[src/rtl/core/tnm_pkg.sv]
// Package for the multichannel NCO complex mixer.
// Holds sizes, codes, the queue entry type and the fixed-point helper functions.
// Depends on nothing.
`default_nettype none
package tnm_pkg;

  localparam int CHANNELS     = 16;
  localparam int CHAN_W       = 4;
  localparam int GROUP_LEN    = 8;
  localparam int POS_W        = $clog2(GROUP_LEN);
  localparam int CORDIC_STEPS = 20;
  localparam int STEP_W       = $clog2(CORDIC_STEPS);
  localparam int CW           = 34;
  localparam int Q_DEPTH      = 2;
  localparam int Q_PTR_W      = $clog2(Q_DEPTH);
  localparam int Q_CNT_W      = $clog2(Q_DEPTH + 1);

  localparam logic CMD_MIX   = 1'b0;
  localparam logic CMD_WRITE = 1'b1;

  localparam logic signed [CW-1:0] GAIN_INV = 34'sd652032874;

  typedef struct packed {
    logic [CHAN_W-1:0]  chan;
    logic signed [15:0] sre;
    logic signed [15:0] sim;
    logic [31:0]        ramp_ph;
    logic [31:0]        blk_ph;
  } tnm_job_t;

  function automatic logic signed [CW-1:0] atan_lut(input logic [STEP_W-1:0] i);
    logic signed [CW-1:0] a;
    case (i)
      5'd0:    a = 34'sh020000000;
      5'd1:    a = 34'sh012E4051E;
      5'd2:    a = 34'sh009FB385B;
      5'd3:    a = 34'sh0051111D4;
      5'd4:    a = 34'sh0028B0D43;
      5'd5:    a = 34'sh00145D7E1;
      5'd6:    a = 34'sh000A2F61E;
      5'd7:    a = 34'sh000517C55;
      5'd8:    a = 34'sh00028BE53;
      5'd9:    a = 34'sh000145F2F;
      5'd10:   a = 34'sh0000A2F98;
      5'd11:   a = 34'sh0000517CC;
      5'd12:   a = 34'sh000028BE6;
      5'd13:   a = 34'sh0000145F3;
      5'd14:   a = 34'sh00000A2FA;
      5'd15:   a = 34'sh00000517D;
      5'd16:   a = 34'sh0000028BE;
      5'd17:   a = 34'sh00000145F;
      5'd18:   a = 34'sh000000A30;
      5'd19:   a = 34'sh000000518;
      default: a = '0;
    endcase
    return a;
  endfunction

  // Clamp a 20-bit signed value into Q1.15.
  function automatic logic signed [15:0] sat16(input logic signed [19:0] v);
    logic signed [15:0] r;
    if (v > 20'sd32767) begin
      r = 16'sh7FFF;
    end else if (v < -20'sd32768) begin
      r = 16'sh8000;
    end else begin
      r = v[15:0];
    end
    return r;
  endfunction

  // Shift right by 15 with rounding half away from zero, then saturate.
  function automatic logic signed [15:0] round_sym15(input logic signed [32:0] v);
    logic        neg;
    logic [33:0] mag;
    logic [18:0] r;
    logic signed [19:0] s;
    neg = v[32];
    mag = neg ? 34'(-34'(v)) : 34'(v);
    r   = 19'((mag + 34'd16384) >> 15);
    s   = neg ? -$signed({1'b0, r}) : $signed({1'b0, r});
    return sat16(s);
  endfunction

endpackage
`default_nettype wire

[src/rtl/core/tnm_front.sv]
// Front end: accepts transactions, keeps the per-channel phase, increment and
// position tables, and queues sample jobs with both angles. Uses tnm_pkg.
`default_nettype none
module tnm_front import tnm_pkg::*; (
  input  wire logic               clk,
  input  wire logic               rst,
  input  wire logic               accept,
  input  wire logic               cmd,
  input  wire logic [CHAN_W-1:0]  chan,
  input  wire logic signed [15:0] sample_re,
  input  wire logic signed [15:0] sample_im,
  input  wire logic signed [31:0] incr_value,
  output logic                    job_wr,
  output tnm_job_t                job
);

  logic [31:0]      phase_tbl [CHANNELS];
  logic [31:0]      incr_tbl  [CHANNELS];
  logic [POS_W-1:0] pos_tbl   [CHANNELS];
  logic             ch_ok;
  logic [31:0]      incr;
  logic [POS_W-1:0] pos;

  assign ch_ok = (int'(chan) < CHANNELS);
  assign incr  = incr_tbl[chan];
  assign pos   = pos_tbl[chan];

  assign job_wr       = accept && ch_ok && (cmd == CMD_MIX);
  assign job.chan     = chan;
  assign job.sre      = sample_re;
  assign job.sim      = sample_im;
  assign job.ramp_ph  = 32'(incr * 32'(pos));
  assign job.blk_ph   = phase_tbl[chan];

  always_ff @(posedge clk) begin
    if (rst) begin
      for (int i = 0; i < CHANNELS; i++) begin
        phase_tbl[i] <= '0;
        incr_tbl[i]  <= '0;
        pos_tbl[i]   <= '0;
      end
    end else if (accept && ch_ok) begin
      if (cmd == CMD_WRITE) begin
        incr_tbl[chan] <= incr_value;
      end else begin
        pos_tbl[chan] <= pos + 1'b1;
        // The block phase moves on once the last sample of a group has been accepted.
        if (pos == POS_W'(GROUP_LEN - 1)) begin
          phase_tbl[chan] <= phase_tbl[chan] + (incr << POS_W);
        end
      end
    end
  end

endmodule
`default_nettype wire

[config.mk]
export PLATFORM = sky130hd
export DESIGN_NAME = tnm_front
export DESIGN_NICKNAME = d
export VERILOG_FILES = /design/src/rtl/core/tnm_pkg.sv /design/src/rtl/core/tnm_front.sv
export SDC_FILE = /design/constraint.sdc
export NUM_CORES = 2
export LEC_CHECK = 0
export BUFFER_PORTS_ARGS = -buffer_cell sky130_fd_sc_hd__buf_2
export CAP_MARGIN = 20
export CORE_MARGIN = 1
export CORE_UTILIZATION = 63
export DETAILED_ROUTE_END_ITERATION = 6
export HOLD_SLACK_MARGIN = 0.06
export PLACE_DENSITY = 0.87
export SETUP_SLACK_MARGIN = 0.1
export SLEW_MARGIN = 10
export SYNTH_ARGS = -nofsm -noshare
export SYNTH_HDL_FRONTEND = slang
export SYNTH_SLANG_ARGS = --single-unit
export TNS_END_PERCENT = 30
[constraint.sdc]
create_clock -name clk -period 7.3 [get_ports clk]
set_input_delay 0.73 -clock clk [delete_from_list [all_inputs] [get_ports clk]]
set_output_delay 0.73 -clock clk [all_outputs]
set_load 0.05 [all_outputs]
==> impl_results.md <==
- Count of buffers from port buffering: 108
- Vias/cell: 6.95
- Logic depth of the worst setup path including buffers: 17
- Sequential cell area: 32,200 um2
- Synth-to-Final Area Change: 10.2%
- Clock root buffer: sky130_fd_sc_hd__clkbuf_16
- Commonest non-fill, non-tap cell in the layout: sky130_fd_sc_hd__edfxtp_1
- Site Rows: 104
- Count of flip-flops with a built-in enable after synthesis: 1,072
- Minimum clock period after layout: 6980 ps
- Net count of the mapped netlist: 3,677
- Worst-case setup slack after placement: 316 ps
- Share of the clock period used by the worst path: 95.6%
- Area of the multi-input gates: 17,800 um2
- Vias in the first global route: 33.0k
- Detailed placer's ending HPWL: 80.5 mm
- Cells after Synth: 3,514
- Origin of the worst setup path: chan[0]
- Pin slew with the least headroom to its limit: 1230 ps
- Synth cell types: 62
- Deepest level of the CTS H-tree: 3
- Outcome: finished, violations left
- Filler Cell Count: 4,743
- Setup repair after global routing missed its margin: yes
- Number of setup violations in the final report: 0
- Number of synthesis warnings: 0
- Cell with the most instances on the worst path: sky130_fd_sc_hd__mux4_2
- Fraction of post-synthesis cell area in the top cell type by area: 62.5%
- Hold Fails Final Rpt: 0
- Final worst setup slack: 323 ps
- Highest-count cells in the layout ignoring fill and taps: sky130_fd_sc_hd__edfxtp_1, sky130_fd_sc_hd__and2_1, sky130_fd_sc_hd__nor2_1, sky130_fd_sc_hd__mux4_2, sky130_fd_sc_hd__nand2_1
- Number of gates resized after CTS: 0
- Clock buffer depth: 3
- Count of vias placed by the detailed router: 32.5k
- Number of max-slew violations in the final report: 0
- Post-synthesis area per instance: 14.7 um2
- TritonCTS clock tree: done
- Detail-routed net length per standard cell: 31.8 um
- Inserted Clock Buffers: 104
- Primary flip-flop cell chosen by synthesis mapping: sky130_fd_sc_hd__edfxtp_1
- Final weighted congestion in routability-driven placement: 0.957
- Area leader, netlist: sky130_fd_sc_hd__edfxtp_1
- I/O pin total: 173
- Critical Path, Cell by Cell: buf_8 -> buf_4 -> mux4_2 -> mux4_2 -> nand2_1 -> fa_1 -> inv_1 -> ha_1 -> a21o_1 -> a21oi_1 -> o21ai_0 -> a31oi_1 -> o221ai_1 -> o21ba_2 -> a221oi_1 -> xnor2_1 -> buf_12
- Power density relative to cell area: 280 nW/um2
- Floorplan die height: 288 um
- Netlist area before placement: 51,500 um2
- Worst path top cell family by delay: compound AO/OA/AOI/OAI gates
- Async set-reset flop share out of synthesis: 0%
- Max-slew headroom at the worst pin: 18.3%
- Maximum capacitance violations: 0
- Data required time at the worst endpoint: 6570 ps
- Global-route total usage across every layer: 36.1%
- WL final: 149 mm
- Wire length of the first global-routing pass: 214 mm
- Max frequency: 0.143 GHz
- Count of routing violations after the opening detailed-route iteration: 5,564
- Core region area: 80,700 um2
- Setup crit start kind: input pin
- Initial antenna violation count: 11
- Setup Buffers After CTS: 0
- Insertion delay of the later-clocked pin in the worst-skew pair: 710 ps
- Crit-path max cell delay: 580 ps
- Hold-fix buffers, CTS: 0
- Setup slack on the worst flop-to-flop path: 2390 ps
- Floorplan die width: 288 um
- Failing checks: DRC
- DRC violations left: 52
- # clock sinks: 1,072
- Critical R2R Launch: pos_tbl[15][0]
- Length of the first detailed-routing pass in iterations: 7
- Leak: 0.0208 uW
- Worst-case clock skew: 69.9 ps
- Share of layout cells above drive strength 1: 22.1%
- Buffers & Inverters on Critical Path: 4
- End point of the critical path: job[63]
- Clock transition at the registers of the reported paths: 70 ps
- Worst Reg-to-Reg Cells: 10
- Worst path slowest cell: sky130_fd_sc_hd__mux4_2
- Antenna-violating nets left: 0
- Sum of overflow across all layers after global routing: 0
- Layout net count: 3,686
- Flops & latches, synth: 1,072
- Initial core utilization: 63.8%
- Maximum fanout count along the critical path: 42
- Sequential share of the synthesized area: 62.5%
- Die Outline Area: 82,900 um2
- Reg-to-reg endpoint: phase_tbl[11][21]
- Final setup TNS: 0 ps
- Peak supply drop: 0.245 mV
- Fin Hold WS: 481 ps
- Arrival @ worst endpoint: 6250 ps
- Maximum number of pins on one net before global-route repair: 128
- WS Path Type: in -> out
- Worst min-delay path class: in -> reg
- Crit. End Element: output port
- Leading post-synthesis cells by cell area: sky130_fd_sc_hd__edfxtp_1, sky130_fd_sc_hd__mux4_2, sky130_fd_sc_hd__and2_1
-- per-stage QoR --
stage	power, uW	instances	util, %	instance area, um2
2_1_floorplan	9190	3514	-	51500
3_3_place_gp	10000	4470	65.7	53000
3_5_place_dp	10100	4471	65.7	53000
4_1_cts	15800	4665	70.2	56600
5_1_grt	16200	4676	70.3	56700
6_report	15900	4677	70.3	56800
-- cells in the mapped netlist (40+ instances only) --
master,number
sky130_fd_sc_hd__buf_2,40
sky130_fd_sc_hd__a21oi_1,50
sky130_fd_sc_hd__edfxtp_1,1072
sky130_fd_sc_hd__nand2_1,130
sky130_fd_sc_hd__buf_4,44
sky130_fd_sc_hd__inv_1,58
sky130_fd_sc_hd__mux4_2,326
sky130_fd_sc_hd__nor3_1,45
sky130_fd_sc_hd__clkbuf_1,217
sky130_fd_sc_hd__and2_1,575
sky130_fd_sc_hd__ha_1,60
sky130_fd_sc_hd__nor2_1,514
-- how the worst min path moves through the flow --
stage / from / to / slack (ps) / depth (start not counted)
final: incr_value[26] / incr_tbl[8][26] / 480 / 2
after global routing: incr_value[1] / incr_tbl[5][1] / 500 / 2
after CTS: incr_value[19] / incr_tbl[13][19] / 470 / 2
after detailed placement: phase_tbl[6][1] / phase_tbl[10][1] / 1130 / 5
after global placement: phase_tbl[6][1] / phase_tbl[2][1] / 1120 / 5
after floorplan: phase_tbl[6][0] / phase_tbl[10][0] / 930 / 5
-- layer usage --
metal / up-vias / share of wire, % / global-route usage [%]
li1: 12855 / - / -
met5: - / 0.028 / 0
met4: 6 / 5.9 / 18.9
met3: 643 / 15 / 10.0
met2: 3145 / 47 / 56.1
met1: 15866 / 32 / 47.0
-- area by class of cell --
| type | instances | share of cell area (%) |
|---|---|---|
| clock buffer | 121 | 4.74 |
| sequential | 1072 | 56.7 |
| multi-input combinational | 2069 | 31.3 |
| tap | 1060 | 2.34 |
| clock inverter | 73 | 1.68 |
| antenna | 6 | 0.0265 |
| inverter | 58 | 0.384 |
| timing repair buffer | 218 | 2.83 |
-- registers in the layout, indices dropped and copies added, names as in the netlist --
| signal | count |
|---|---|
| incr_tbl | 512 |
| phase_tbl | 512 |
| pos_tbl | 48 |
-- kinds of logic after synthesis --
| family | after synthesis | synth area share (%) |
|---|---|---|
| AO/OA/AOI/OAI | 188 | 2.41 |
| XOR/XNOR | 53 | 0.952 |
| adder cells (fa/ha/maj) | 91 | 2.66 |
| buffers and inverters | 373 | 3.22 |
| flip-flops | 1072 | 62.5 |
| multiplexers | 333 | 14.4 |
| AND/OR/NAND/NOR | 1404 | 13.8 |
-- power breakdown --
part | leakage [uW] | switching (uW) | internal, uW
Combinational | 0.00836 | 2070 | 901
Sequential | 0.0107 | 86.3 | 7020
Clock | 0.00175 | 2450 | 3330
Total | 0.0208 | 4610 | 11300
(Power assumes the default switching activity.)
