## config.mk

```make
export PLATFORM = sky130hd
export DESIGN_NAME = tnm_back
export DESIGN_NICKNAME = d
export VERILOG_FILES = /design/src/rtl/core/tnm_pkg.sv /design/src/rtl/core/tnm_back.sv
export SDC_FILE = /design/constraint.sdc
export NUM_CORES = 2
export LEC_CHECK = 0
export BUFFER_PORTS_ARGS = -buffer_cell sky130_fd_sc_hd__buf_2
export CORE_UTILIZATION = 59
export CTS_BUF_LIST = sky130_fd_sc_hd__clkbuf_16
export CTS_CLUSTER_SIZE = 40
export DETAILED_ROUTE_END_ITERATION = 8
export PLACE_DENSITY_LB_ADDON = 0.15
export SYNTH_ARGS = -nofsm -noshare
export SYNTH_HDL_FRONTEND = slang
export SYNTH_SLANG_ARGS = --single-unit
```

## constraint.sdc

```tcl
create_clock -name clk -period 28.4 [get_ports clk]
set_input_delay 4.26 -clock clk [delete_from_list [all_inputs] [get_ports clk]]
set_output_delay 4.26 -clock clk [all_outputs]
set_load 0.05 [all_outputs]
```

## src/rtl/core/tnm_pkg.sv

```systemverilog
// Package for the multichannel NCO complex mixer.
// Holds sizes, codes, the queue entry type and the fixed-point helper functions.
// Depends on nothing.
`default_nettype none
package tnm_pkg;

  localparam int CHANNELS     = 16;
  localparam int CHAN_W       = 4;
  localparam int GROUP_LEN    = 8;
  localparam int POS_W        = $clog2(GROUP_LEN);
  localparam int CORDIC_STEPS = 20;
  localparam int STEP_W       = $clog2(CORDIC_STEPS);
  localparam int CW           = 34;
  localparam int Q_DEPTH      = 2;
  localparam int Q_PTR_W      = $clog2(Q_DEPTH);
  localparam int Q_CNT_W      = $clog2(Q_DEPTH + 1);

  localparam logic CMD_MIX   = 1'b0;
  localparam logic CMD_WRITE = 1'b1;

  localparam logic signed [CW-1:0] GAIN_INV = 34'sd652032874;

  typedef struct packed {
    logic [CHAN_W-1:0]  chan;
    logic signed [15:0] sre;
    logic signed [15:0] sim;
    logic [31:0]        ramp_ph;
    logic [31:0]        blk_ph;
  } tnm_job_t;

  function automatic logic signed [CW-1:0] atan_lut(input logic [STEP_W-1:0] i);
    logic signed [CW-1:0] a;
    case (i)
      5'd0:    a = 34'sh020000000;
      5'd1:    a = 34'sh012E4051E;
      5'd2:    a = 34'sh009FB385B;
      5'd3:    a = 34'sh0051111D4;
      5'd4:    a = 34'sh0028B0D43;
      5'd5:    a = 34'sh00145D7E1;
      5'd6:    a = 34'sh000A2F61E;
      5'd7:    a = 34'sh000517C55;
      5'd8:    a = 34'sh00028BE53;
      5'd9:    a = 34'sh000145F2F;
      5'd10:   a = 34'sh0000A2F98;
      5'd11:   a = 34'sh0000517CC;
      5'd12:   a = 34'sh000028BE6;
      5'd13:   a = 34'sh0000145F3;
      5'd14:   a = 34'sh00000A2FA;
      5'd15:   a = 34'sh00000517D;
      5'd16:   a = 34'sh0000028BE;
      5'd17:   a = 34'sh00000145F;
      5'd18:   a = 34'sh000000A30;
      5'd19:   a = 34'sh000000518;
      default: a = '0;
    endcase
    return a;
  endfunction

  // Clamp a 20-bit signed value into Q1.15.
  function automatic logic signed [15:0] sat16(input logic signed [19:0] v);
    logic signed [15:0] r;
    if (v > 20'sd32767) begin
      r = 16'sh7FFF;
    end else if (v < -20'sd32768) begin
      r = 16'sh8000;
    end else begin
      r = v[15:0];
    end
    return r;
  endfunction

  // Shift right by 15 with rounding half away from zero, then saturate.
  function automatic logic signed [15:0] round_sym15(input logic signed [32:0] v);
    logic        neg;
    logic [33:0] mag;
    logic [18:0] r;
    logic signed [19:0] s;
    neg = v[32];
    mag = neg ? 34'(-34'(v)) : 34'(v);
    r   = 19'((mag + 34'd16384) >> 15);
    s   = neg ? -$signed({1'b0, r}) : $signed({1'b0, r});
    return sat16(s);
  endfunction

endpackage
`default_nettype wire

```

## src/rtl/core/tnm_back.sv

```systemverilog
// Back end: one shared CORDIC rotator for the ramp and block-phase sinusoids,
// then two complex Q1.15 products through one set of four multipliers.
// Uses tnm_pkg.
`default_nettype none
module tnm_back import tnm_pkg::*; (
  input  wire logic        clk,
  input  wire logic        rst,
  input  wire tnm_job_t    job,
  input  wire logic        q_empty,
  output logic             q_rd,
  input  wire logic        pop,
  output logic             empty,
  output logic signed [15:0] out_re,
  output logic signed [15:0] out_im,
  output logic [CHAN_W-1:0]  out_chan
);

  typedef enum logic [5:0] {
    S_IDLE = 6'b000001,
    S_ROT  = 6'b000010,
    S_MIX  = 6'b000100,
    S_MIXR = 6'b001000,
    S_OUTM = 6'b010000,
    S_OUTR = 6'b100000
  } state_t;

  state_t               state;
  state_t               state_next;
  tnm_job_t             cur;
  logic                 pass;
  logic [STEP_W-1:0]    step;
  logic signed [CW-1:0] x, y, z;
  logic signed [CW-1:0] dx, dy, at;
  logic signed [CW-1:0] x_next, y_next, z_next;
  logic signed [15:0]   rc, rs, pc, ps, mr, mi;
  logic signed [15:0]   ar, ai, br, bi;
  logic signed [31:0]   p0, p1, p2, p3;
  logic signed [32:0]   sum_re, sum_im;
  logic signed [15:0]   c_fin, s_fin;
  logic                 out_valid;
  logic                 out_free;
  logic                 last_step;

  // Start a rotation: phases in the left half-plane are turned by half a turn.
  function automatic logic signed [CW-1:0] init_x(input logic [31:0] ph);
    logic fold;
    fold = (ph[31:30] == 2'b01) || (ph[31:30] == 2'b10);
    return fold ? -GAIN_INV : GAIN_INV;
  endfunction

  function automatic logic signed [CW-1:0] init_z(input logic [31:0] ph);
    logic fold;
    fold = (ph[31:30] == 2'b01) || (ph[31:30] == 2'b10);
    return CW'($signed(ph ^ {fold, 31'b0}));
  endfunction

  assign empty     = !out_valid;
  assign out_free  = !out_valid || pop;
  assign q_rd      = (state == S_IDLE) && !q_empty;
  assign last_step = (step == STEP_W'(CORDIC_STEPS - 1));

  assign dx = y >>> step;
  assign dy = x >>> step;
  assign at = atan_lut(step);
  always_comb begin
    if (!z[CW-1]) begin
      x_next = x - dx;
      y_next = y + dy;
      z_next = z - at;
    end else begin
      x_next = x + dx;
      y_next = y - dy;
      z_next = z + at;
    end
  end

  assign c_fin = sat16(20'((x_next + CW'(16384)) >>> 15));
  assign s_fin = sat16(20'((y_next + CW'(16384)) >>> 15));

  // Operands of the shared multipliers: mixer product first, then the sample.
  always_comb begin
    if (state == S_MIX) begin
      ar = rc; ai = rs; br = pc; bi = ps;
    end else begin
      ar = cur.sre; ai = cur.sim; br = mr; bi = mi;
    end
  end

  assign sum_re = 33'(p0) - 33'(p1);
  assign sum_im = 33'(p2) + 33'(p3);

  always_comb begin
    state_next = state;
    case (state)
      S_IDLE:  if (!q_empty) state_next = S_ROT;
      S_ROT:   if (last_step && pass) state_next = S_MIX;
      S_MIX:   state_next = S_MIXR;
      S_MIXR:  state_next = S_OUTM;
      S_OUTM:  state_next = S_OUTR;
      S_OUTR:  if (out_free) state_next = S_IDLE;
      default: state_next = S_IDLE;
    endcase
  end

  always_ff @(posedge clk) begin
    if (rst) begin
      state     <= S_IDLE;
      pass      <= 1'b0;
      step      <= '0;
      out_valid <= 1'b0;
    end else begin
      state <= state_next;
      // In the output state a popped result is replaced by the new one below.
      if (pop && out_valid && (state != S_OUTR)) begin
        out_valid <= 1'b0;
      end
      case (state)
        S_IDLE: begin
          if (!q_empty) begin
            cur  <= job;
            pass <= 1'b0;
            step <= '0;
            x    <= init_x(job.ramp_ph);
            z    <= init_z(job.ramp_ph);
            y    <= '0;
          end
        end
        S_ROT: begin
          if (last_step) begin
            step <= '0;
            if (!pass) begin
              rc   <= c_fin;
              rs   <= s_fin;
              pass <= 1'b1;
              x    <= init_x(cur.blk_ph);
              z    <= init_z(cur.blk_ph);
              y    <= '0;
            end else begin
              pc   <= c_fin;
              ps   <= s_fin;
              pass <= 1'b0;
            end
          end else begin
            step <= step + 1'b1;
            x    <= x_next;
            y    <= y_next;
            z    <= z_next;
          end
        end
        S_MIX, S_OUTM: begin
          p0 <= ar * br;
          p1 <= ai * bi;
          p2 <= ar * bi;
          p3 <= ai * br;
        end
        S_MIXR: begin
          mr <= round_sym15(sum_re);
          mi <= round_sym15(sum_im);
        end
        S_OUTR: begin
          if (out_free) begin
            out_re    <= round_sym15(sum_re);
            out_im    <= round_sym15(sum_im);
            out_chan  <= cur.chan;
            out_valid <= 1'b1;
          end else if (pop && out_valid) begin
            out_valid <= 1'b0;
          end
        end
        default: begin
        end
      endcase
    end
  end

  a_step_range: assert property (@(posedge clk) disable iff (rst)
    (state == S_ROT) |-> (step <= STEP_W'(CORDIC_STEPS - 1)))
    else $error("CORDIC step counter ran past the last step");

  a_result_source: assert property (@(posedge clk) disable iff (rst)
    $rose(out_valid) |-> $past(state) == S_OUTR)
    else $error("result appeared outside the output state");

  a_pass_clear: assert property (@(posedge clk) disable iff (rst)
    (state == S_MIX) |-> !pass)
    else $error("rotator pass flag left set after both rotations");

  a_no_overwrite: assert property (@(posedge clk) disable iff (rst)
    (out_valid && !pop) |=> $stable(out_re) && $stable(out_im))
    else $error("waiting result overwritten");

endmodule
`default_nettype wire

```

==> results.py <==
metrics = {
    "timing": {
        "setup-violations-final": 0,
        "final-hold-violation-count": 0,
        "setup_ws_ps": 17650,
        "finalClockSkew_ps": 73.77,
        "post-route-period-util_pct": 37.84,
        "fin_crit_ps": 10750,
        "fmax_ghz": 0.09305,
        "fin_setup_tns_ps": 0,
        "maxSlewViolCount": 1,
        "whs_ps": 418.9,
        "tightest_slew_ps": 1472,
        "relSlewSlack_pct": -0.9605,
        "rsz0062_at_grt": "false",
    },
    "worst_setup_path": {
        "max_stage_delay_ps": 760,
        "path_class": "flop to flop",
        "reg2regPathDepth": 31,
        "cp_max_fo": 46,
        "crit_top_cell": "fa_1",
        "critical_path_depth": 31,
        "critPathTopFamily": "adder cells",
        "required_ps": 28860,
        "crit_buf_inv": 9,
        "critPathArrivalTime_ps": 11210,
        "crit_path_end_kind": "flop",
        "cp_slowest_cell": "o41ai_1",
        "crit_path_start_kind": "flop",
    },
    "cts": {
        "cts_root_buf": "clkbuf_16",
        "postCtsSetupRepairBufs": 0,
        "cts-hold-fix-buffers": 0,
        "clkSlewWorstSetupHoldPaths_ps": 60,
        "cts_buffers": 58,
        "cts_max_level": 2,
        "cts_buffer_depth": 3,
        "cts_sinks": 473,
        "post_cts_resized": 0,
        "insertion_delay_ps": 730,
        "cts_tree": "yes",
    },
    "yosys": {
        "async_flop_share_pct": 0,
        "synth_edf_count": 430,
        "syn_avg_cell_area_um2": 9.273,
        "synth_nets": 9642,
        "synth_ff_type": "edfxtp_1",
        "ys_ff_latch": 473,
        "syn_inst": 7977,
        "ys_warn_count": 0,
        "synth_area_mm2": 0.07397,
        "ys_types": 110,
        "synth_seq_area_share_pct": 18.62,
    },
    "min_path": {
        "whs_path_depth": 0,
        "min_path_type": "flop to flop",
    },
    "place": {
        "numPortBuffers": 141,
        "gp_congestion": 1.029,
        "placed_area_mm2": 0.07650,
        "dp_slack_ps": 17870,
        "hpwl_um": 165300,
    },
    "final_layout": {
        "regArea_mm2": 0.01378,
        "area_growth_syn_to_layout_pct": 6.384,
        "stdcell_area_mm2": 0.07869,
        "fin_nets": 9645,
        "multi_input_area_mm2": 0.05437,
        "drive_gt1_share_pct": 8.083,
        "fill_cells": 10414,
    },
    "routing": {
        "routed_wl_um": 212400,
        "drc": 4,
        "drtIter0Drc": 5412,
        "dr.pass1.iters": 9,
        "dr_total_vias": 58841,
        "avgViaCountPerCell": 6.086,
        "routedWlPerCell_um": 21.97,
        "detail-route-antenna-nets": 0,
    },
    "floorplanning": {
        "initial_core_util_pct": 59.67,
        "coreArea_mm2": 0.1240,
        "pin_count": 142,
        "die_x_um": 356.1,
        "die_area_mm2": 0.1268,
        "dieHeight_um": 356.1,
        "std_cell_rows": 129,
    },
    "grt": {
        "antenna_found_initial": 9,
        "grt_pass1_wl_um": 331800,
        "grt_pass1_vias": 59334,
        "overflow": 0,
        "grt_max_degree": 82,
        "gr-usage-all-layers_pct": 34.10,
    },
    "power_and_ir_drop": {
        "leakage_nw": 35.20,
        "power.density_mw_per_mm2": 121.2,
        "peakVddDrop_v": 0.0002146,
    },
    "run_status": {
        "status": "finished, violations left",
        "violations": "design-rule violations, max-capacitance violations, max-slew violations",
    },
    "flow_run": {
        "cap_viol_max_count": 1,
    },
}
cells in the final DEF (no fill, tap or decap), types with 51 or more instances in the layout:
| master | count |
|---|---|
| a21o_1 | 85 |
| nand2b_1 | 53 |
| nor3_1 | 134 |
| o21a_1 | 62 |
| a21oi_1 | 396 |
| inv_1 | 1269 |
| a31oi_1 | 51 |
| edfxtp_1 | 430 |
| fa_1 | 1053 |
| xor2_1 | 162 |
| mux4_2 | 84 |
| mux2_2 | 97 |
| nor2_1 | 772 |
| and3_1 | 55 |
| buf_4 | 111 |
| nand3_1 | 105 |
| clkbuf_16 | 63 |
| o21ai_0 | 254 |
| ha_1 | 508 |
| mux2i_1 | 96 |
| and2_1 | 55 |
| buf_2 | 141 |
| xnor2_1 | 286 |
| nand2_1 | 911 |
power by group:
group	switching [W]	internal, W	leakage (nW)
Combinational	0.00436	0.00308	29.9
Sequential	0.0000381	0.00122	4.27
Clock	0.000339	0.000504	1.06
Total	0.00474	0.00481	35.2
per-layer routing:
layer / part of all wire, % / track usage, % / up-vias / routed length [µm]
li1: - / - / 26375 / -
met1: 38 / 43.89 / 29290 / 81700
met5: 0.040 / 0 / - / 84
met2: 46 / 53.75 / 2634 / 97250
met4: 6.3 / 18.58 / 14 / 13340
met3: 9.4 / 7.442 / 528 / 20070
cell usage after synthesis (22+ instances only):
library cell | instances | area (µm²)
a211oi_1 | 30 | 225.2
a21o_1 | 85 | 638.1
a21oi_1 | 396 | 1982
a31oi_1 | 51 | 319.1
and2_1 | 55 | 344.1
and3_1 | 56 | 350.3
buf_1 | 44 | 165.2
buf_2 | 24 | 120.1
clkbuf_1 | 231 | 867.1
dfxtp_1 | 43 | 860.8
edfxtp_1 | 430 | 12910
fa_1 | 1053 | 21080
ha_1 | 508 | 6356
inv_1 | 1264 | 4745
mux2_2 | 97 | 1092
mux2i_1 | 124 | 1241
mux4_2 | 84 | 1892
nand2_1 | 911 | 3420
nand2b_1 | 53 | 331.6
nand3_1 | 105 | 525.5
nand4_1 | 32 | 200.2
nor2_1 | 775 | 2909
nor2b_1 | 40 | 250.2
nor3_1 | 136 | 680.7
nor4_1 | 28 | 175.2
o211ai_1 | 35 | 262.8
o21a_1 | 62 | 465.5
o21ai_0 | 254 | 1271
o21bai_1 | 45 | 337.8
o22ai_1 | 25 | 156.4
o31ai_1 | 27 | 202.7
or2_2 | 22 | 137.6
or3_1 | 36 | 225.2
xnor2_1 | 286 | 2505
xor2_1 | 162 | 1419
final cells by class:
| type | count | area share [%] |
|---|---|---|
| Antenna cell | 3 | 0.009540 |
| Sequential cell | 473 | 17.52 |
| Clock buffer | 63 | 2.003 |
| Inverter | 1268 | 6.048 |
| Tap cell | 1637 | 2.603 |
| Multi-Input combinational cell | 5927 | 69.09 |
| Timing Repair Buffer | 252 | 1.956 |
| Clock inverter | 46 | 0.7711 |
logic make-up after synthesis:
logic type                 after synthesis  share of synthesized area, %
xor gates and xnor gates               450                         5.357
buffers and inverters                 1577                         8.116
DFF                                    473                         18.62
muxes                                  306                         5.732
AOI/OAI and AO/OA                     1253                         10.90
adders and majority gates             1561                         37.09
and+or+nand+nor                       2357                         14.18
sequential cells by signal, indices dropped and copies added, names as in the netlist:
| name | count |
|---|---|
| rs | 16 |
| mr | 16 |
| out_im | 16 |
| state | 6 |
| cur | 68 |
| at | 30 |
| ps | 16 |
| pc | 16 |
| p1 | 32 |
| y | 34 |
| p0 | 32 |
| p3 | 32 |
| p2 | 32 |
| out_valid | 1 |
| out_re | 16 |
| rc | 16 |
| out_chan | 4 |
| z | 34 |
| pass | 1 |
| mi | 16 |
| x | 34 |
| step | 5 |
worst paths after layout:
kind | start | end | slack (ps)
worst max-delay path | state[3] | p0[30] | 17650
worst min-delay path | cur[99] | out_chan[3] | 420
worst max register to register | state[3] | p0[30] | 17650
worst min register to register | cur[99] | out_chan[3] | 420
through the flow:
step	std cells	utilization [%]	power, W
finish	9669	63.48	0.009541
detailed placement	9557	61.72	0.008651
global route	9668	63.48	0.01047
floorplan	7977	-	0.006815
global placement	9557	61.72	0.008446
CTS	9666	63.48	0.009561
Note: power is estimated with default switching activity, not from simulation.
