--- src/rtl/core/tnm_pkg.sv ---
// Package for the multichannel NCO complex mixer.
// Holds sizes, codes, the queue entry type and the fixed-point helper functions.
// Depends on nothing.
`default_nettype none
package tnm_pkg;

  localparam int CHANNELS     = 16;
  localparam int CHAN_W       = 4;
  localparam int GROUP_LEN    = 8;
  localparam int POS_W        = $clog2(GROUP_LEN);
  localparam int CORDIC_STEPS = 20;
  localparam int STEP_W       = $clog2(CORDIC_STEPS);
  localparam int CW           = 34;
  localparam int Q_DEPTH      = 2;
  localparam int Q_PTR_W      = $clog2(Q_DEPTH);
  localparam int Q_CNT_W      = $clog2(Q_DEPTH + 1);

  localparam logic CMD_MIX   = 1'b0;
  localparam logic CMD_WRITE = 1'b1;

  localparam logic signed [CW-1:0] GAIN_INV = 34'sd652032874;

  typedef struct packed {
    logic [CHAN_W-1:0]  chan;
    logic signed [15:0] sre;
    logic signed [15:0] sim;
    logic [31:0]        ramp_ph;
    logic [31:0]        blk_ph;
  } tnm_job_t;

  function automatic logic signed [CW-1:0] atan_lut(input logic [STEP_W-1:0] i);
    logic signed [CW-1:0] a;
    case (i)
      5'd0:    a = 34'sh020000000;
      5'd1:    a = 34'sh012E4051E;
      5'd2:    a = 34'sh009FB385B;
      5'd3:    a = 34'sh0051111D4;
      5'd4:    a = 34'sh0028B0D43;
      5'd5:    a = 34'sh00145D7E1;
      5'd6:    a = 34'sh000A2F61E;
      5'd7:    a = 34'sh000517C55;
      5'd8:    a = 34'sh00028BE53;
      5'd9:    a = 34'sh000145F2F;
      5'd10:   a = 34'sh0000A2F98;
      5'd11:   a = 34'sh0000517CC;
      5'd12:   a = 34'sh000028BE6;
      5'd13:   a = 34'sh0000145F3;
      5'd14:   a = 34'sh00000A2FA;
      5'd15:   a = 34'sh00000517D;
      5'd16:   a = 34'sh0000028BE;
      5'd17:   a = 34'sh00000145F;
      5'd18:   a = 34'sh000000A30;
      5'd19:   a = 34'sh000000518;
      default: a = '0;
    endcase
    return a;
  endfunction

  // Clamp a 20-bit signed value into Q1.15.
  function automatic logic signed [15:0] sat16(input logic signed [19:0] v);
    logic signed [15:0] r;
    if (v > 20'sd32767) begin
      r = 16'sh7FFF;
    end else if (v < -20'sd32768) begin
      r = 16'sh8000;
    end else begin
      r = v[15:0];
    end
    return r;
  endfunction

  // Shift right by 15 with rounding half away from zero, then saturate.
  function automatic logic signed [15:0] round_sym15(input logic signed [32:0] v);
    logic        neg;
    logic [33:0] mag;
    logic [18:0] r;
    logic signed [19:0] s;
    neg = v[32];
    mag = neg ? 34'(-34'(v)) : 34'(v);
    r   = 19'((mag + 34'd16384) >> 15);
    s   = neg ? -$signed({1'b0, r}) : $signed({1'b0, r});
    return sat16(s);
  endfunction

endpackage
`default_nettype wire

--- src/rtl/core/tnm_queue.sv ---
// Short job queue between the front end and the mixing back end.
// Uses tnm_pkg for the entry type and depth.
`default_nettype none
module tnm_queue import tnm_pkg::*; (
  input  wire logic     clk,
  input  wire logic     rst,
  input  wire logic     wr,
  input  wire tnm_job_t wdata,
  input  wire logic     rd,
  output tnm_job_t      rdata,
  output logic          q_full,
  output logic          q_empty
);

  tnm_job_t             mem [Q_DEPTH];
  logic [Q_PTR_W-1:0]   wptr;
  logic [Q_PTR_W-1:0]   rptr;
  logic [Q_CNT_W-1:0]   cnt;
  logic                 do_wr;
  logic                 do_rd;

  assign q_full  = (cnt == Q_CNT_W'(Q_DEPTH));
  assign q_empty = (cnt == '0);
  assign do_wr   = wr && !q_full;
  assign do_rd   = rd && !q_empty;
  assign rdata   = mem[rptr];

  always_ff @(posedge clk) begin
    if (do_wr) begin
      mem[wptr] <= wdata;
    end
    if (rst) begin
      wptr <= '0;
      rptr <= '0;
      cnt  <= '0;
    end else begin
      if (do_wr) begin
        wptr <= (wptr == Q_PTR_W'(Q_DEPTH - 1)) ? '0 : wptr + 1'b1;
      end
      if (do_rd) begin
        rptr <= (rptr == Q_PTR_W'(Q_DEPTH - 1)) ? '0 : rptr + 1'b1;
      end
      cnt <= Q_CNT_W'(cnt + Q_CNT_W'(do_wr) - Q_CNT_W'(do_rd));
    end
  end

endmodule
`default_nettype wire

--- config.mk ---
export PLATFORM = sky130hd
export DESIGN_NAME = tnm_queue
export DESIGN_NICKNAME = d
export VERILOG_FILES = /design/src/rtl/core/tnm_pkg.sv /design/src/rtl/core/tnm_queue.sv
export SDC_FILE = /design/constraint.sdc
export NUM_CORES = 1
export LEC_CHECK = 0
export BUFFER_PORTS_ARGS = -buffer_cell sky130_fd_sc_hd__buf_2
export CAP_MARGIN = 0
export CORE_UTILIZATION = 30
export DETAILED_ROUTE_END_ITERATION = 6
export MAX_ROUTING_LAYER = met4
export PLACE_DENSITY = 0.54
export SLEW_MARGIN = 20
export SYNTH_ARGS = -nofsm -noshare
export SYNTH_HDL_FRONTEND = slang
export SYNTH_SLANG_ARGS = --single-unit
--- constraint.sdc ---
create_clock -name clk -period 4.31 [get_ports clk]
set_input_delay 0 -clock clk [delete_from_list [all_inputs] [get_ports clk]]
set_output_delay 0 -clock clk [all_outputs]
set_load 0.005 [all_outputs]
==> summary.txt, run 1 <==
Status
  – Status: completed

Synthesis
  – Register bit count reported by yosys: 205
  – Top cells by area, synth: edfxtp_1, mux2_2, dfxtp_1
  – Synthesis Warnings: 0
  – Yosys top cell area share: 80.7%
  – Register area share after synthesis: 82.0%
  – Syn Nets: 444
  – Synth unique cells: 21
  – Syn Area/Cell: 22.0 µm²
  – Mapped Area: 7450 µm²
  – Post-Syn Instances: 338
  – Yosys top cell by area: edfxtp_1

Layout
  – Layout cells sized above 1: 51.2%
  – Most common cell after layout, fill and taps aside: buf_2
  – Most frequent cells in the layout: buf_2, edfxtp_1, dlygate4sd3_1
  – Fillers: around 2100
  – Diode count: 0
  – Final Util: 43.9%
  – Nets: 772
  – Area grow syn2layout: 43.5%

Global route
  – Vias in the first global route: 4735
  – Most Used Layer, Global Route: met2
  – GR Util met2: 21.9%
  – Largest net degree at the start of global routing: 85
  – Met1 Use GR: between 10 and 15%
  – Antenna violations before repair: 0
  – Total grt overflow: 0
  – First-pass GRT wire length: 24200 µm
  – Gr usage total: 12.4%
  – Met3 Usage GRT: roughly 2.7%

Worst setup path
  – CP max FO: 84
  – Data arrival, critical path: 2480 ps
  – Critical path type: reg2reg
  – Slowest-stage cell, CP: inv_6
  – Crit path capture type: register
  – Crit-path max cell delay: 610 ps
  – Worst Setup Start Kind: register
  – Worst-path cell chain: nand2b_2, inv_2, or3_1, inv_6, buf_4
  – Req. time, crit path: approximately 4500 ps

Floorplanning
  – Core ar.: 24300 µm²
  – Die Y-Extent: 160 µm
  – Chip Width: 160 µm
  – Initial Util: 30.6%
  – I/O pin count: 206
  – Full die area: 25500 µm²
  – # rows: 57

Drt
  – TritonRoute pass-1 iters: 4
  – Post-Route WL: 15500 µm
  – Final ANT Viol Nets: 0
  – Iteration-0 DRC Markers: 132
  – Routed WL per cell: 15.5 µm
  – Via count: 4197
  – DR DRC count: 0
  – Via density per instance: 4.18

Clock tree
  – CTS Buf Count: 23
  – # clock sinks: between 200 and 250
  – CTS H-tree depth: 1
  – Post CTS Setup Buffer Count: 0
  – Clock buffer depth: 3
  – Post-cts resize count: 0
  – Skew-Pair Late Insertion Delay: roughly 500 ps
  – CTS tree: yes
  – Clk root buf: clkbuf_16
  – Cts hold-fix bufs: 104
  – Reg clk slew, reported paths: 60 ps

Timing
  – Final period utilization: 52.8%
  – Slew Limit Fails: 0
  – Clk_skew: 7.04 ps
  – Setup Viol. Count Final: 0
  – Slew Limit Headroom: between 40 and 50%
  – Worst Max-Slew Pin Slew: ~830 ps
  – Fmax: 439 MHz
  – Setup Total Neg Slack: 0 ps
  – WHS: 212 ps
  – Fin crit period: 2280 ps
  – Final Hold Violating Endpoints: 0
  – RSZ-0062 raised after global routing: false

Pwr
  – Power per Cell Area: 557 nW/µm²
  – Power, Total: approximately 6000 µW
  – Leakage: 0.00400 µW
  – Max VDD drop: 0.501 mV
  – Seq pwr share: 44.6%
  – Switch Pwr: 1460 µW
  – P_int: ~4500 µW
  – Clock network fraction of total power: approximately 33%
  – Sw frac: 24.6%
  – Logic pwr share: approximately 23%

Min path
  – Hold crit path type: in2reg

Place
  – Port Buffers: 205
  – HPWL Detailed: 9610 µm
  – Final Wtd Congestion: between 0.7 and 0.8

Flow run
  – MaxCap Viol Count: 0
-- area by class of cell --
class                           instances  area [µm²]  share of cell area, %
Tap cell                              324         405                   3.79
Multi-Input combinational cell        118        1250                   11.7
Clock buffer                           32         649                   6.08
Inverter                                4        20.0                  0.187
Sequential cell                       205        6110                   57.2
Clock inverter                          7         115                   1.08
Timing Repair Buffer                  314        2140                   20.0
-- final timing paths --
| check | start | end | slack, ps | cells past startpoint |
|---|---|---|---|---|
| hold reg to reg | wptr | wptr | 540 | 2 |
| hold / removal | wdata[34] | mem[0][34] | 210 | 2 |
| setup / recovery | cnt[0] | mem[0][46] | 2030 | 5 |
| setup reg to reg | cnt[0] | mem[0][46] | 2030 | 5 |
-- power by group through the flow --
stage	Clock, µW	Sequential (µW)	Combinational [µW]
floorplan	0	2650	778
global placement	0	2770	1170
detailed placement	0	2780	1190
CTS	2000	2740	1280
global route	2100	2690	1460
finish	1950	2660	1340
-- cells in the mapped netlist --
master and n:
edfxtp_1 200, nor3_1 1, ha_1 2, mux2_2 100, and3_2 1, nor2b_1 1, a21oi_1 1, nand2_1 1
buf_4 10, nand2b_2 1, or3_1 1, and2_1 1, buf_2 1, inv_1 3, o21a_1 1, xor2_1 1
nor2_1 4, inv_2 1, dfxtp_1 5, o21ai_0 1, xnor2_1 1
-- registers in the layout (all words and copies together) (netlist names), named ones only --
| name | flops |
|---|---|
| mem | 200 |
| cnt | 2 |
| wptr | 1 |
| rptr | 1 |
-- layer usage --
metal  wire (µm)  vias to the layer above
li1            -                     1988
met1        6400                     2034
met2        7860                      150
met3         967                       25
met4         303                        0
met5           0                        -
-- critical path: cells and delay by family (launching register included) --
kind          cells  cell delay, ps
buf+inv           3             970
simple gates      2             570
flops             1             380
-- per-stage QoR --
stage / cells / instance area, µm² / worst slack, ps
finish: 1004 / 10700 / 2030
global placement: 860 / 8850 / 1860
CTS: 1003 / 10700 / 1640
global route: 1004 / 10700 / 1880
detailed placement: 860 / 8850 / 1770
floorplan: 338 / 7450 / 1060
-- cell families (layout without fill, tap and decap cells) --
logic type               Yosys count  after routing  synth area share, %
adder cells (fa/ha/maj)            2              2                0.336
AO/OA/AOI/OAI                      3              3                0.235
buffers and inverters             15            357                 1.28
AND/OR/NAND/NOR                   11             11                0.790
XOR/XNOR                           2              2                0.235
multiplexers                     100            100                 15.1
flip-flops                       205            205                 82.0
No activity file was read; power rests on OpenSTA's default activity.
==> inputs of run 2 (changes only) <==
ABC_AREA = 1   (was default)
PLACE_DENSITY = 0.53   (was 0.54)
clock period = 2.23 ns   (was 4.31 ns; I/O delays follow)
==> summary.txt, run 2 <==
Synthesis
  – Synth unique cells: 11 (was 21)
  – Commonest cells in the netlist: edfxtp_1, mux2_4, buf_12, inv_1, nor2_1 (was edfxtp_1, mux2_2, buf_4, dfxtp_1, nor2_1)
  – Async SR Flop Fraction: 0% (unchanged)
  – EDFF count, synth: 200 (unchanged)
  – Mapped Area: 7970 µm² (was 7450 µm²)
  – Syn Nets: 456 (was 444)
  – Yosys top cell by area: edfxtp_1 (unchanged)
  – Synthesis Warnings: 0 (unchanged)
  – Top cells by area, synth: edfxtp_1, mux2_4, buf_12 (was edfxtp_1, mux2_2, dfxtp_1)
  – Yosys top cell area share: 75.4% (was 80.7%)
  – Register area share after synthesis: 76.6% (was 82.0%)
  – Register bit count reported by yosys: 205 (unchanged)
  – Count leader, synth: edfxtp_1 (unchanged)
  – Syn Area/Cell: 22.8 µm² (was 22.0 µm²)
  – Ys flop type: edfxtp_1 (unchanged)
  – Post-Syn Instances: 350 (was 338)

Clock tree
  – # clock sinks: 205 (unchanged)
  – Clock buffer depth: 3 (unchanged)
  – Clk root buf: clkbuf_16 (unchanged)
  – CTS H-tree depth: 1 (unchanged)
  – Reg clk slew, reported paths: 60 ps (about the same)
  – CTS tree: yes (unchanged)
  – Skew-Pair Late Insertion Delay: 500 ps (about the same)
  – CTS Buf Count: 23 (unchanged)

Drt
  – Final ANT Viol Nets: 0 (unchanged)
  – Via count: 4230 (was 4197)
  – Via density per instance: 4.11 (was 4.18)
  – Post-Route WL: 15200 µm (was 15500 µm)
  – Iteration-0 DRC Markers: 151 (was 132)
  – Routed WL per cell: 14.8 µm (was 15.5 µm)
  – TritonRoute pass-1 iters: 4 (unchanged)
  – DR DRC count: 0 (unchanged)

Timing
  – Final period utilization: 87.0%
  – Slew Limit Headroom: 64.9% (was 44.4%)
  – Final setup margin: 290 ps (was 2030 ps)
  – RSZ-0062 raised after global routing: false (unchanged)
  – WHS: 215 ps (was 212 ps)
  – Clk_skew: 12.1 ps (was 7.04 ps)
  – Final Hold Violating Endpoints: 0 (unchanged)
  – Fin crit period: 1940 ps
  – Setup Viol. Count Final: 0 (unchanged)
  – Slew Limit Fails: 0 (unchanged)
  – Fmax: around 520 MHz
  – Worst Max-Slew Pin Slew: 526 ps (was 834 ps)

Global route
  – Vias in the first global route: 4547 (was 4735)
  – Total grt overflow: 0 (unchanged)
  – Largest net degree at the start of global routing: 75 (was 85)
  – Antenna violations before repair: 0 (unchanged)
  – First-pass GRT wire length: 23000 µm (was 24200 µm)
  – Gr usage total: 11.3% (was 12.4%)

Worst setup path
  – Crit path capture type: output pin (was register)
  – Req. time, crit path: 2230 ps (was 4520 ps)
  – CP max FO: 28 (was 84)
  – Worst Setup Start Kind: register (unchanged)
  – Data arrival, critical path: 1940 ps (was 2480 ps)
  – Critical path type: reg2out (was reg2reg)

Layout
  – Largest regs: mem x200, cnt x2 (unchanged)
  – Layout cells sized above 1: 50.6% (was 51.2%)
  – Most common cell after layout, fill and taps aside: buf_2 (unchanged)
  – Final Util: 42.6% (was 43.9%)
  – Area grow syn2layout: 39.3% (was 43.5%)
  – Fillers: 2345 (was 2149)
  – Most frequent cells in the layout: buf_2, edfxtp_1, dlygate4sd3_1 (unchanged)
  – Design area: 11100 µm² (was 10700 µm²)
  – Largest register by flop count: mem (unchanged)
  – Diode count: 0 (unchanged)
  – Multi-input gate area: 1640 µm² (was 1250 µm²)
  – Reg area: 6110 µm² (about the same)
  – Final non-filler cell total: 1029 (was 1004)
  – Nets: 785 (was 772)
  – Max reg flops: 200 (unchanged)

Floorplanning
  – Core ar.: 26100 µm² (was 24300 µm²)
  – Initial Util: 30.6% (about the same)
  – Chip Width: 165 µm (was 160 µm)
  – Full die area: 27200 µm² (was 25500 µm²)
  – I/O pin count: 206 (unchanged)
  – Die Y-Extent: 165 µm (was 160 µm)
  – # rows: 59 (was 57)

Place
  – HPWL Detailed: 9670 µm (was 9610 µm)
  – Port Buffers: 205 (unchanged)
  – Final Wtd Congestion: 0.678 (was 0.742)
  – Post-placement cell area: 9350 µm² (was 8850 µm²)
  – Place WS: 744 ps (was 1770 ps)
  – Placed cell count: 886 (was 860)

Status
  – Status: completed (unchanged)

Flow run
  – MaxCap Viol Count: 0 (unchanged)

Min path
  – Hold crit path type: in2reg (unchanged)

Pwr
  – Max VDD drop: 0.665 mV (was 0.501 mV)
  – Power per Cell Area: 1030 nW/µm² (was 557 nW/µm²)
  – Leakage: 0.00438 µW (was 0.00400 µW)
[run 2: cell count changes in the layout (fill, tap and decap cells not counted), moves of 4 or more]
cell     previous run  this run
buf_12              1         5
inv_1               2         8
mux2_2            100         0
mux2_4              0       100
nand2_1             1         6
nor2_1              4         8
[run 2: final timing paths]
kind,from,endpoint,slack [ps],depth (start not counted)
max,register,rdata[82],290,3
min,rst,cnt[0],220,3
max reg2reg,cnt[0],mem[1][62],730,5
min reg2reg,rptr,rptr,510,2
[run 2: power breakdown]
group	internal, µW	total, µW	switching, µW
logic	1580	2780	1200
clock network	2190	3590	1400
registers	4900	5110	215
[run 2: critical path, stage by stage, from the launching register on]
cell and delay, ps:
dfxtp_4 640, buf_12 300, mux2_4 330, buf_2 130
[run 2: kinds of logic (layout without fill, tap and decap cells)]
logic type                 count (synthesis)  count (layout)  share of synthesized area [%]
AOI/OAI and AO/OA                          2               2                          0.126
adders and majority gates                  2               2                          0.314
buffers and inverters                     21             365                           3.12
DFF                                      205             205                           76.6
muxes                                    100             100                           18.8
and+or+nand+nor                           20              20                          0.989
[run 2: final cells by class]
cell class | instances | area share [%]
timing repair buffer | 315 | 19.6
multi-input combinational | 124 | 14.8
tap | 335 | 3.78
clock inverter | 8 | 0.811
inverter | 10 | 0.372
sequential | 205 | 55.1
clock buffer | 32 | 5.67
[run 2: what timing repair did]
action | 4_1_cts | 5_1_grt
setup endpoints to repair | 0 | 0
hold buffers | 103 | 0
buffers inserted | 0 | 0
gates resized for setup | 0 | 0
hold endpoints to repair | 205 | 0
[run 2: metrics by stage]
stage	total power [µW]	TNS [ps]
after global routing	12000	0
final	11500	0
after detailed placement	7890	0
after CTS	11700	0
after floorplan	7020	-32960
after global placement	7820	0
[run 2: per-layer routing]
layer	up-vias	share of wire, %	global-route usage, %
li1	2018	-	-
met1	2025	41	12.9
met2	150	49	19.1
met3	37	7.3	3.01
met4	0	2.7	4.00
met5	-	0	-
